File: src/rtl/id_to_slot_mapping_table_assert.svh
// Assertion macros for the id-to-slot mapping table.
// Used inside modules that have clk and rst in scope; no other dependencies.
`ifndef ID_TO_SLOT_MAPPING_TABLE_ASSERT_SVH
`define ID_TO_SLOT_MAPPING_TABLE_ASSERT_SVH

// Same-cycle implication.
`define IDSM_ASSERT_NOW(label, ante, cons, msg) \
  label: assert property (@(posedge clk) disable iff (rst) (ante) |-> (cons)) else $error(msg);

// Next-cycle implication.
`define IDSM_ASSERT_NEXT(label, ante, cons, msg) \
  label: assert property (@(posedge clk) disable iff (rst) (ante) |=> (cons)) else $error(msg);

`endif

File: src/rtl/idsm_pkg.sv
// Package for the id-to-slot mapping table: opcodes, status codes, beat structs.
// No dependencies.
package idsm_pkg;

  localparam int SLOTS_DEFAULT = 64;
  localparam logic [31:0] FREE_ID = 32'hffff_ffff;

  typedef enum logic [1:0] {
    OP_ADD     = 2'd0,
    OP_FORGET  = 2'd1,
    OP_LOOKUP  = 2'd2,
    OP_REVERSE = 2'd3
  } op_t;

  typedef enum logic [1:0] {
    ST_OK   = 2'd0,
    ST_MISS = 2'd1,
    ST_FULL = 2'd2
  } status_t;

  typedef struct packed {
    op_t         opcode;
    logic [31:0] unit_id;
    logic [5:0]  slot_index;
  } cmd_t;

  typedef struct packed {
    logic [31:0] result_value;
    status_t     status;
    logic [15:0] slot_generation;
  } rsp_t;

  // One table slot as held in a cell.
  typedef struct packed {
    logic [31:0] id;
    logic [15:0] gen;
  } entry_t;

endpackage

File: src/rtl/idsm_cell.sv
// One slot cell of the rotating slot ring: holds an id and its generation.
// Depends on idsm_pkg.
module idsm_cell (
  input  logic            clk,
  input  logic            shift,
  input  idsm_pkg::entry_t d,
  output idsm_pkg::entry_t q
);
  import idsm_pkg::*;

  entry_t slot;

  // No reset: contents are only read below the high-water mark.
  always_ff @(posedge clk) begin
    if (shift) begin
      slot <= d;
    end
  end

  assign q = slot;

endmodule

File: src/rtl/id_to_slot_mapping_table.sv
// Id-to-slot mapping table: a ring of SLOTS cells that rotates one slot per cycle
// while busy, past a head unit doing the compare/update. Depends on idsm_pkg,
// idsm_cell and id_to_slot_mapping_table_assert.svh.
//
// Usage: a command is taken when start is high and busy is low. Every command
// takes one full turn of the cell ring, which brings each slot past the head
// unit once; the result appears on result with done high for one cycle, both
// registered as the turn ends. busy drops in that same cycle, so the next
// command may start while done is high. The receiver cannot stall; results
// must be taken when done is high. networked_mode is written through
// cfg_valid/cfg_data (cfg_ready is always high) and must only change while
// busy is low. No clearing pass after reset.
module id_to_slot_mapping_table #(
  parameter int SLOTS = idsm_pkg::SLOTS_DEFAULT
) (
  input  logic          clk,
  input  logic          rst,
  input  logic          start,
  output logic          busy,
  input  idsm_pkg::cmd_t cmd,
  input  logic          cfg_valid,
  output logic          cfg_ready,
  input  logic          cfg_data,
  output logic          done,
  output idsm_pkg::rsp_t result
);
  import idsm_pkg::*;

  localparam int PW = (SLOTS > 1) ? $clog2(SLOTS) : 1;
  localparam int MW = $clog2(SLOTS + 1);

  entry_t          cell_q [SLOTS];
  entry_t          tail;
  entry_t          head;
  logic [PW-1:0]   pos;
  logic [MW-1:0]   mark;
  logic [MW-1:0]   mark_next;
  logic            found;
  logic            found_next;
  logic            networked_mode;
  logic            last;
  logic            in_range;
  logic            accept;
  cmd_t            cmd_q;
  logic [31:0]     val_q;
  logic [31:0]     val_next;
  logic [15:0]     gen_q;
  logic [15:0]     gen_next;
  rsp_t            rsp_next;

  // Ring: cell i loads from cell i+1, the last cell loads the head's updated entry.
  for (genvar i = 0; i < SLOTS; i++) begin : g_ring
    if (i == SLOTS - 1) begin : g_tail
      idsm_cell u_cell (.clk(clk), .shift(busy), .d(tail), .q(cell_q[i]));
    end else begin : g_mid
      idsm_cell u_cell (.clk(clk), .shift(busy), .d(cell_q[i+1]), .q(cell_q[i]));
    end
  end

  assign head      = cell_q[0];
  assign accept    = start && !busy;
  assign last      = (pos == PW'(SLOTS - 1));
  assign in_range  = (32'(pos) < 32'(mark));
  assign cfg_ready = 1'b1;

  // Head unit: slot number pos sits in cell 0 during this cycle.
  always_comb begin
    tail       = head;
    found_next = found;
    val_next   = val_q;
    gen_next   = gen_q;
    mark_next  = mark;
    case (cmd_q.opcode)
      OP_ADD: begin
        if (!found) begin
          if (in_range && head.id == FREE_ID) begin
            tail.id    = cmd_q.unit_id;
            tail.gen   = head.gen + 16'd1;
            found_next = 1'b1;
            val_next   = 32'(pos);
            gen_next   = head.gen + 16'd1;
          end else if (32'(pos) == 32'(mark)) begin
            // nothing free below the mark: append here
            tail.id    = cmd_q.unit_id;
            tail.gen   = '0;
            mark_next  = mark + MW'(1);
            found_next = 1'b1;
            val_next   = 32'(pos);
            gen_next   = '0;
          end
        end
      end
      OP_FORGET: begin
        if (!found && in_range && head.id == cmd_q.unit_id) begin
          tail.id    = FREE_ID;
          found_next = 1'b1;
          val_next   = 32'(pos);
        end
      end
      OP_LOOKUP: begin
        if (!found && in_range && head.id == cmd_q.unit_id) begin
          found_next = 1'b1;
          val_next   = 32'(pos);
        end
      end
      OP_REVERSE: begin
        if (32'(pos) == 32'(cmd_q.slot_index) && in_range && head.id != FREE_ID) begin
          found_next = 1'b1;
          val_next   = head.id;
        end
      end
      default: begin
        found_next = found;
      end
    endcase

    rsp_next.result_value    = FREE_ID;
    rsp_next.status          = ST_MISS;
    rsp_next.slot_generation = '0;
    if (cmd_q.opcode == OP_LOOKUP && !networked_mode) begin
      rsp_next.result_value = cmd_q.unit_id;
      rsp_next.status       = ST_OK;
    end else if (found_next) begin
      rsp_next.result_value    = val_next;
      rsp_next.status          = ST_OK;
      rsp_next.slot_generation = gen_next;
    end else if (cmd_q.opcode == OP_ADD) begin
      rsp_next.status = ST_FULL;
    end
  end

  always_ff @(posedge clk) begin
    if (rst) begin
      busy           <= 1'b0;
      done           <= 1'b0;
      pos            <= '0;
      mark           <= '0;
      found          <= 1'b0;
      networked_mode <= 1'b1;
    end else begin
      done <= 1'b0;
      if (cfg_valid && cfg_ready) begin
        networked_mode <= cfg_data;
      end
      if (accept) begin
        busy  <= 1'b1;
        pos   <= '0;
        found <= 1'b0;
      end else if (busy) begin
        mark  <= mark_next;
        found <= found_next;
        if (last) begin
          pos  <= '0;
          busy <= 1'b0;
          done <= 1'b1;
        end else begin
          pos <= pos + PW'(1);
        end
      end
    end
  end

  always_ff @(posedge clk) begin
    if (accept) begin
      cmd_q <= cmd;
      val_q <= FREE_ID;
      gen_q <= '0;
    end else if (busy) begin
      val_q <= val_next;
      gen_q <= gen_next;
      if (last) begin
        result <= rsp_next;
      end
    end
  end

`include "id_to_slot_mapping_table_assert.svh"

  `IDSM_ASSERT_NOW(a_mark_bound, 1'b1, 32'(mark) <= 32'(SLOTS), "mark above SLOTS")
  `IDSM_ASSERT_NOW(a_done_idle, done, !busy, "result strobe while scanning")
  `IDSM_ASSERT_NEXT(a_start_busy, accept, busy && pos == '0, "command not started")
  `IDSM_ASSERT_NOW(a_full_mark, done && result.status == ST_FULL, 32'(mark) == 32'(SLOTS) && result.result_value == FREE_ID, "full reported below capacity")
  `IDSM_ASSERT_NEXT(a_mark_step, busy && !accept, mark == $past(mark) || mark == $past(mark) + MW'(1), "mark moved by more than one")

endmodule

File: config.mk
export PLATFORM = sky130hd
export DESIGN_NAME = id_to_slot_mapping_table
export DESIGN_NICKNAME = d
export VERILOG_FILES = /design/src/rtl/idsm_pkg.sv /design/src/rtl/idsm_cell.sv /design/src/rtl/id_to_slot_mapping_table.sv
export VERILOG_INCLUDE_DIRS = /design/src /design/src/rtl
export SDC_FILE = /design/constraint.sdc
export NUM_CORES = 2
export LEC_CHECK = 0
export ABC_AREA = 1
export ABC_CLOCK_PERIOD_IN_PS = 137200
export BUFFER_PORTS_ARGS = -buffer_cell sky130_fd_sc_hd__buf_2
export CAP_MARGIN = 20
export CORE_MARGIN = 4
export CORE_UTILIZATION = 60
export DETAILED_ROUTE_END_ITERATION = 6
export PLACE_DENSITY = 0.76
export REMOVE_ABC_BUFFERS = 1
export SLEW_MARGIN = 20
export SYNTH_ARGS = -nofsm -noshare
export SYNTH_HDL_FRONTEND = slang
export SYNTH_SLANG_ARGS = --single-unit
File: constraint.sdc
create_clock -name clk -period 137.2 [get_ports clk]
set_clock_uncertainty 0.05 [all_clocks]
set_input_delay 0 -clock clk [delete_from_list [all_inputs] [get_ports clk]]
set_output_delay 0 -clock clk [all_outputs]
set_load 0.02 [all_outputs]
# [Word level (Yosys, flattened, before mapping)]
# Cells that the tools add are included.
[word_totals] elab_cells=209 latch_bits=0 memories=0 rom_bits=0 register_bits=3227 output_inout_bits=53 ram_bits=0
[classes] eq_ne=9 addsub=3 div=0 reduce_logical=18 magnitude_cmp=1 bitwise_logic=5 mul=0 mux=31 shifts=0
[op_table] operator="$mux 32" count=7
[op_table] operator="$mux 48" count=3
[op_table] operator="$pmux 32 s3" count=1
[op_table] operator="$mux 16" count=5
[op_table] operator="$pmux 32 s2" count=1
[op_table] operator="$mux 34" count=1
[op_table] operator="$eq 32x32->1" count=1
[op_table] operator="$eq 32x32->1 const B" count=1
[op_table] operator="$ne 32x32->1 const B" count=1
[op_table] operator="$add 16x1->16 const B" count=1
[op_table] operator="$mux 1" count=9
[op_table] operator="$reduce_or 2->1" count=4
[op_table] operator="$add 7x1->7 const B" count=1
[op_table] operator="$eq 6x7->1" count=1
[op_table] operator="$logic_and 1x1->1" count=7
[op_table] operator="$lt 6x7->1" count=1
[op_table] operator="$add 6x1->6 const B" count=1
[op_table] operator="$eq 6x6->1" count=1
[op_table] operator="$eq 6x6->1 const B" count=1
[op_table] operator="$mux 6" count=1
[op_table] operator="$reduce_and 6->1" count=1
[op_table] operator="$not 1->1" count=5
[op_table] operator="$eq 2x2->1 const B" count=2
[op_table] operator="$mux 2" count=2
[op_table] operator="other kinds (6)" count=8

# [Logic depth before layout (Yosys ltp)]
[logic_depth] depth_word=7 depth_mapped=17 mapped_depth_nobuf=16

# [Modules after synthesis]
# From an unflattened synthesis, not the netlist that was laid out.
[unflattened] cells_unflattened=4409 area_unflattened_um2=101845.2
[modules_own_cells] module="idsm_cell" cells_each=48 area_per_inst_um2=1441.4 seq_area_each_um2=1441.4 n_inst=64
[modules_own_cells] module="id_to_slot_mapping_table" cells_each=1337 area_per_inst_um2=9596.7 seq_area_each_um2=4003.8 n_inst=1

# [Worst setup path before layout]
# OpenSTA, ideal clock, no wires.
[synth_path] path_type="register to register" from="reg busy" to="reg cmd_q[0] in the netlist's numbering, enable pin" arrival_ns=107.098 stages_incl_launch_ff=2 setup_time_ns=8.474 setup_slack_ns=21.578 required_time_ns=128.676 cell_sequence="dfxtp_1 > nor2_1"
[synth_between] elab_chain_cells=2
[synth_lines] element="start, declared" line_no="id_to_slot_mapping_table.sv:19" text="output logic busy,"
[synth_lines] element="start signal, assigned" line_no="id_to_slot_mapping_table.sv:134" text="busy <= 1'b0;"
[synth_lines] element="start signal, assigned" line_no="id_to_slot_mapping_table.sv:146" text="busy <= 1'b1;"
[synth_lines] element="start signal, assigned" line_no="id_to_slot_mapping_table.sv:154" text="busy <= 1'b0;"
[synth_lines] element="$logic_not 1->1" line_no="id_to_slot_mapping_table.sv:61" text="assign accept = start && !busy;"
[synth_lines] element="$logic_and 1x1->1" line_no="id_to_slot_mapping_table.sv:61"
[synth_lines] element="named net accept" line_no="id_to_slot_mapping_table.sv:43" text="logic accept;"
[synth_lines] element="end signal, assigned" line_no="id_to_slot_mapping_table.sv:165" text="cmd_q <= cmd;"
[synth_lines] element="end, declared" line_no="id_to_slot_mapping_table.sv:44" text="cmd_t cmd_q;"
# The timed path passes the listed nets, and every way through them passes these cells.
# A chain may end at the register's enable or synchronous reset.

# [Worst setup path after layout]
[layout_path] from="reg busy" to="reg g_ring[13].g_mid.u_cell.slot (netlist bit g_ring[13].g_mid.u_cell.q[22]), enable pin"
[layout_lines] element="end signal, assigned" line_no="idsm_cell.sv:16" text="slot <= d;"
[layout_lines] element="end, declared" line_no="idsm_cell.sv:11" text="entry_t slot;"
# No word-level cell between the ends.

==> flow_metrics.py <==
metrics = {
    "hold_path": {
        "worstHoldPathType": "input port to register",
    },
    "logic_synthesis": {
        "netlist_top_cells_count": "edfxtp_1 (3162), nand2_1 (287), inv_1 (176)",
        "synth_top_area_share_pct": 93.2,
        "ys_ff_latch": 3227,
        "synth_area_um2": 102000,
        "yosys.area.top_type": "edfxtp_1",
        "avgSynthCellArea_um2": 23.1,
        "yosysSeqAreaShare_pct": 94.5,
        "synthCells": 4414,
        "synth_edf_count": 3162,
        "ys.flop_type": "edfxtp_1",
        "synthDistinctLibCells": 41,
        "synth.area.top_cells": "edfxtp_1 (93%), dfxtp_1 (1.3%), nand2_1 (1.1%)",
        "ys_async_sr_fraction_pct": 0,
        "synth.most_common_cell": "edfxtp_1",
        "synth_warnings": 0,
    },
    "worst_setup_path": {
        "critical-path-top-delay-family": "buffers and inverters",
        "crit_path_frequent_cell": "buf_4",
        "reg2reg_setup_slack_ns": 131.60,
        "crit_type": "register to register",
        "critPathMaxFanout": 92,
        "cp-end-kind": "register",
        "crit_slowest_cell": "dfxtp_4",
        "max_stage_delay_ns": 1.00,
        "critPathRequiredTime_ns": 137.62,
        "worstSetupStartpointType": "register",
        "path_buf_inv": 5,
        "critical_path.cell_chain": "buf_6 > buf_4 > buf_4 > buf_4 > buf_4",
        "critPathArrivalTime_ns": 6.03,
    },
    "timing": {
        "timing.slew.headroom_pct": 27.0,
        "drv_slew": 0,
        "final.period_utilization_pct": 4.09,
        "min_period_ns": 5.60,
        "tns_ns": 0,
        "worstMarginPinSlew_ns": 1.09,
        "setup_viol": 0,
        "hold_viol": 0,
        "fmax_mhz": 178,
        "rsz0062_at_grt": "false",
    },
    "cts": {
        "htreeDepth": 5,
        "postCtsSetupRepairBufs": 0,
        "clk_pin_slew_ns": 0.07,
        "cts_tree": "yes",
        "cts_hold_buf": 87,
        "cts_num_sinks": 3227,
        "clockBufferDepth": 4,
        "clockRootBuffer": "clkbuf_16",
        "clock_latency_ns": 0.93,
        "numCtsBuffers": 307,
        "cts_resized": 0,
    },
    "die": {
        "core_area_um2": 168000,
        "die_area_um2": 176000,
        "die_h_um": 420,
        "ios": 98,
        "die_w_um": 420,
        "num_rows": 150,
        "initial_core_util_pct": 60.7,
    },
    "final_layout": {
        "layout-drive-gt1-share_pct": 11.6,
        "area_delta_synth_final_pct": 13.8,
        "fin_nets": 4948,
    },
    "power": {
        "power.share.switching_pct": 20.2,
        "finalPower_w": 0.00206,
        "irDropWorstVdd_mv": 0.0163,
        "p_clk_share_pct": 40.8,
        "p_sw_w": 0.000416,
        "p_int_w": 0.00164,
        "leakagePower_nw": 39.2,
        "combPwrFrac_pct": 2.4,
        "pwr_density_cell_nw_per_um2": 17.7,
        "pwr-share-seq_pct": 56.8,
    },
    "job": {
        "cap_violations": 0,
    },
    "routing": {
        "drcViolationCount": 1,
        "highest_layer": "met5",
        "wl_per_cell_um": 24.2,
        "first_pass_iters": 7,
        "routed_wl_mm": 177,
        "drtAntennaViolNets": 0,
        "wl_met2_mm": 88.4,
        "vias": 40900,
        "route.met3.wl_mm": 10.3,
        "viasPerCell": 5.59,
        "wl_met1_mm": 69.7,
        "drtIter0Drc": 5244,
    },
    "grt": {
        "gr-total-overflow": 0,
        "grt_pass1_wl_mm": 265,
        "grt_pass1_vias": 41300,
        "grt_max_degree": 225,
        "antenna_found_initial": 9,
        "track_usage_pct": 20.4,
    },
    "status": {
        "status": "complete, but fails checks",
        "violations": "design-rule violations",
    },
    "place": {
        "dp_hpwl_mm": 79.8,
        "portBuffers": 96,
        "routabilityCongestion": 0.872,
    },
}
==> registers in the layout (all words and copies together), names as in the netlist, 6 cells and up <==
register	cells
g_ring.g_tail.u_cell.q	48
mark	7
val_q	32
cmd_q	40
pos	6
g_ring.g_mid.u_cell.q	3024
result	50
gen_q	16
==> path summary, 6_finish.rpt <==
path                                     startpoint                                       to  cells after the start
max                                 busy$_SDFF_PP0_  g_ring[13].g_mid.u_cell.q[22]$_DFFE_PP_                      5
min                                             rst                     mark[5]$_SDFFE_PP0P_                      4
max reg2reg                         busy$_SDFF_PP0_  g_ring[13].g_mid.u_cell.q[22]$_DFFE_PP_                      5
min reg2reg  g_ring[12].g_mid.u_cell.q[5]$_DFFE_PP_   g_ring[11].g_mid.u_cell.q[5]$_DFFE_PP_                      0
==> worst reg2reg max path, cell delays in order, from the launching register on <==
cell,delay [ns]
dfxtp_4,1.00
buf_6,0.73
buf_4,0.73
buf_4,0.89
buf_4,0.84
buf_4,0.89
==> logic make-up after synthesis <==
group,after synthesis,synth area share (%)
flip-flops,3227,94.5
AND/OR/NAND/NOR,655,2.78
AO/OA/AOI/OAI,250,1.46
buffers and inverters,249,0.970
XOR/XNOR,19,0.163
adder cells (fa/ha/maj),13,0.160
other,1,0.00368
==> metrics by stage <==
step	instances	hold WS, ns	setup WS (ns)	cell area, um2	utilization (%)
after CTS	7303	0.0300	131.33	116000	69.0
after global placement	6694	0.127	131.59	105000	62.7
final	7310	0.0744	131.60	116000	69.0
after global routing	7307	0.0701	131.20	116000	69.0
after floorplan	4345	0.0191	20.43	102000	-
after detailed placement	6694	0.129	131.34	105000	62.7
==> layer usage <==
layer / vias to the layer above / track usage [%]
met2: 1752 / 32.8
met4: 2 / 8.60
met5: - / 0
met3: 571 / 3.63
li1: 18000 / -
met1: 20500 / 28.0
==> power groups by stage <==
stage / clock, W / sequential, W / combinational, W
floorplan: 0 / 0.00137 / 0.0000170
global placement: 0 / 0.00119 / 0.0000428
detailed placement: 0 / 0.00119 / 0.0000449
CTS: 0.000854 / 0.00117 / 0.0000479
global route: 0.000899 / 0.00117 / 0.0000535
finish: 0.000839 / 0.00117 / 0.0000492
==> cells in the final DEF, fill, tap and decap left out, drive strengths merged <==
| master | count |
|---|---|
| nand4 | 10 |
| xor2 | 16 |
| nor2 | 164 |
| a22oi | 27 |
| o22ai | 11 |
| nand2 | 290 |
| bufinv | 32 |
| a21oi | 103 |
| nor3 | 16 |
| ha | 13 |
| dfxtp | 65 |
| o21bai | 1 |
| or2 | 2 |
| xnor2 | 3 |
| nand3b | 1 |
| inv | 181 |
| nand3 | 162 |
| conb | 1 |
| and3 | 2 |
| clkinv | 91 |
| nor4 | 7 |
| a31oi | 3 |
| o21ai | 71 |
| o211ai | 33 |
| nor3b | 1 |
| dlygate4sd3 | 87 |
| clkinvlp | 8 |
| buf | 149 |
| clkbuf | 390 |
| a32o | 1 |
| edfxtp | 3162 |
| diode | 3 |
==> area by class of cell <==
cell class | count | area, um2
inverters | 180 | 677
fillers | 9301 | 52000
clock inverters | 132 | 1500
clock buffers | 390 | 8210
repair buffers | 236 | 1870
flip-flops and latches | 3227 | 96300
diodes | 3 | 7.51
multi-input cells | 938 | 4670
well taps | 2204 | 2760
No activity file was read; power rests on OpenSTA's default activity.
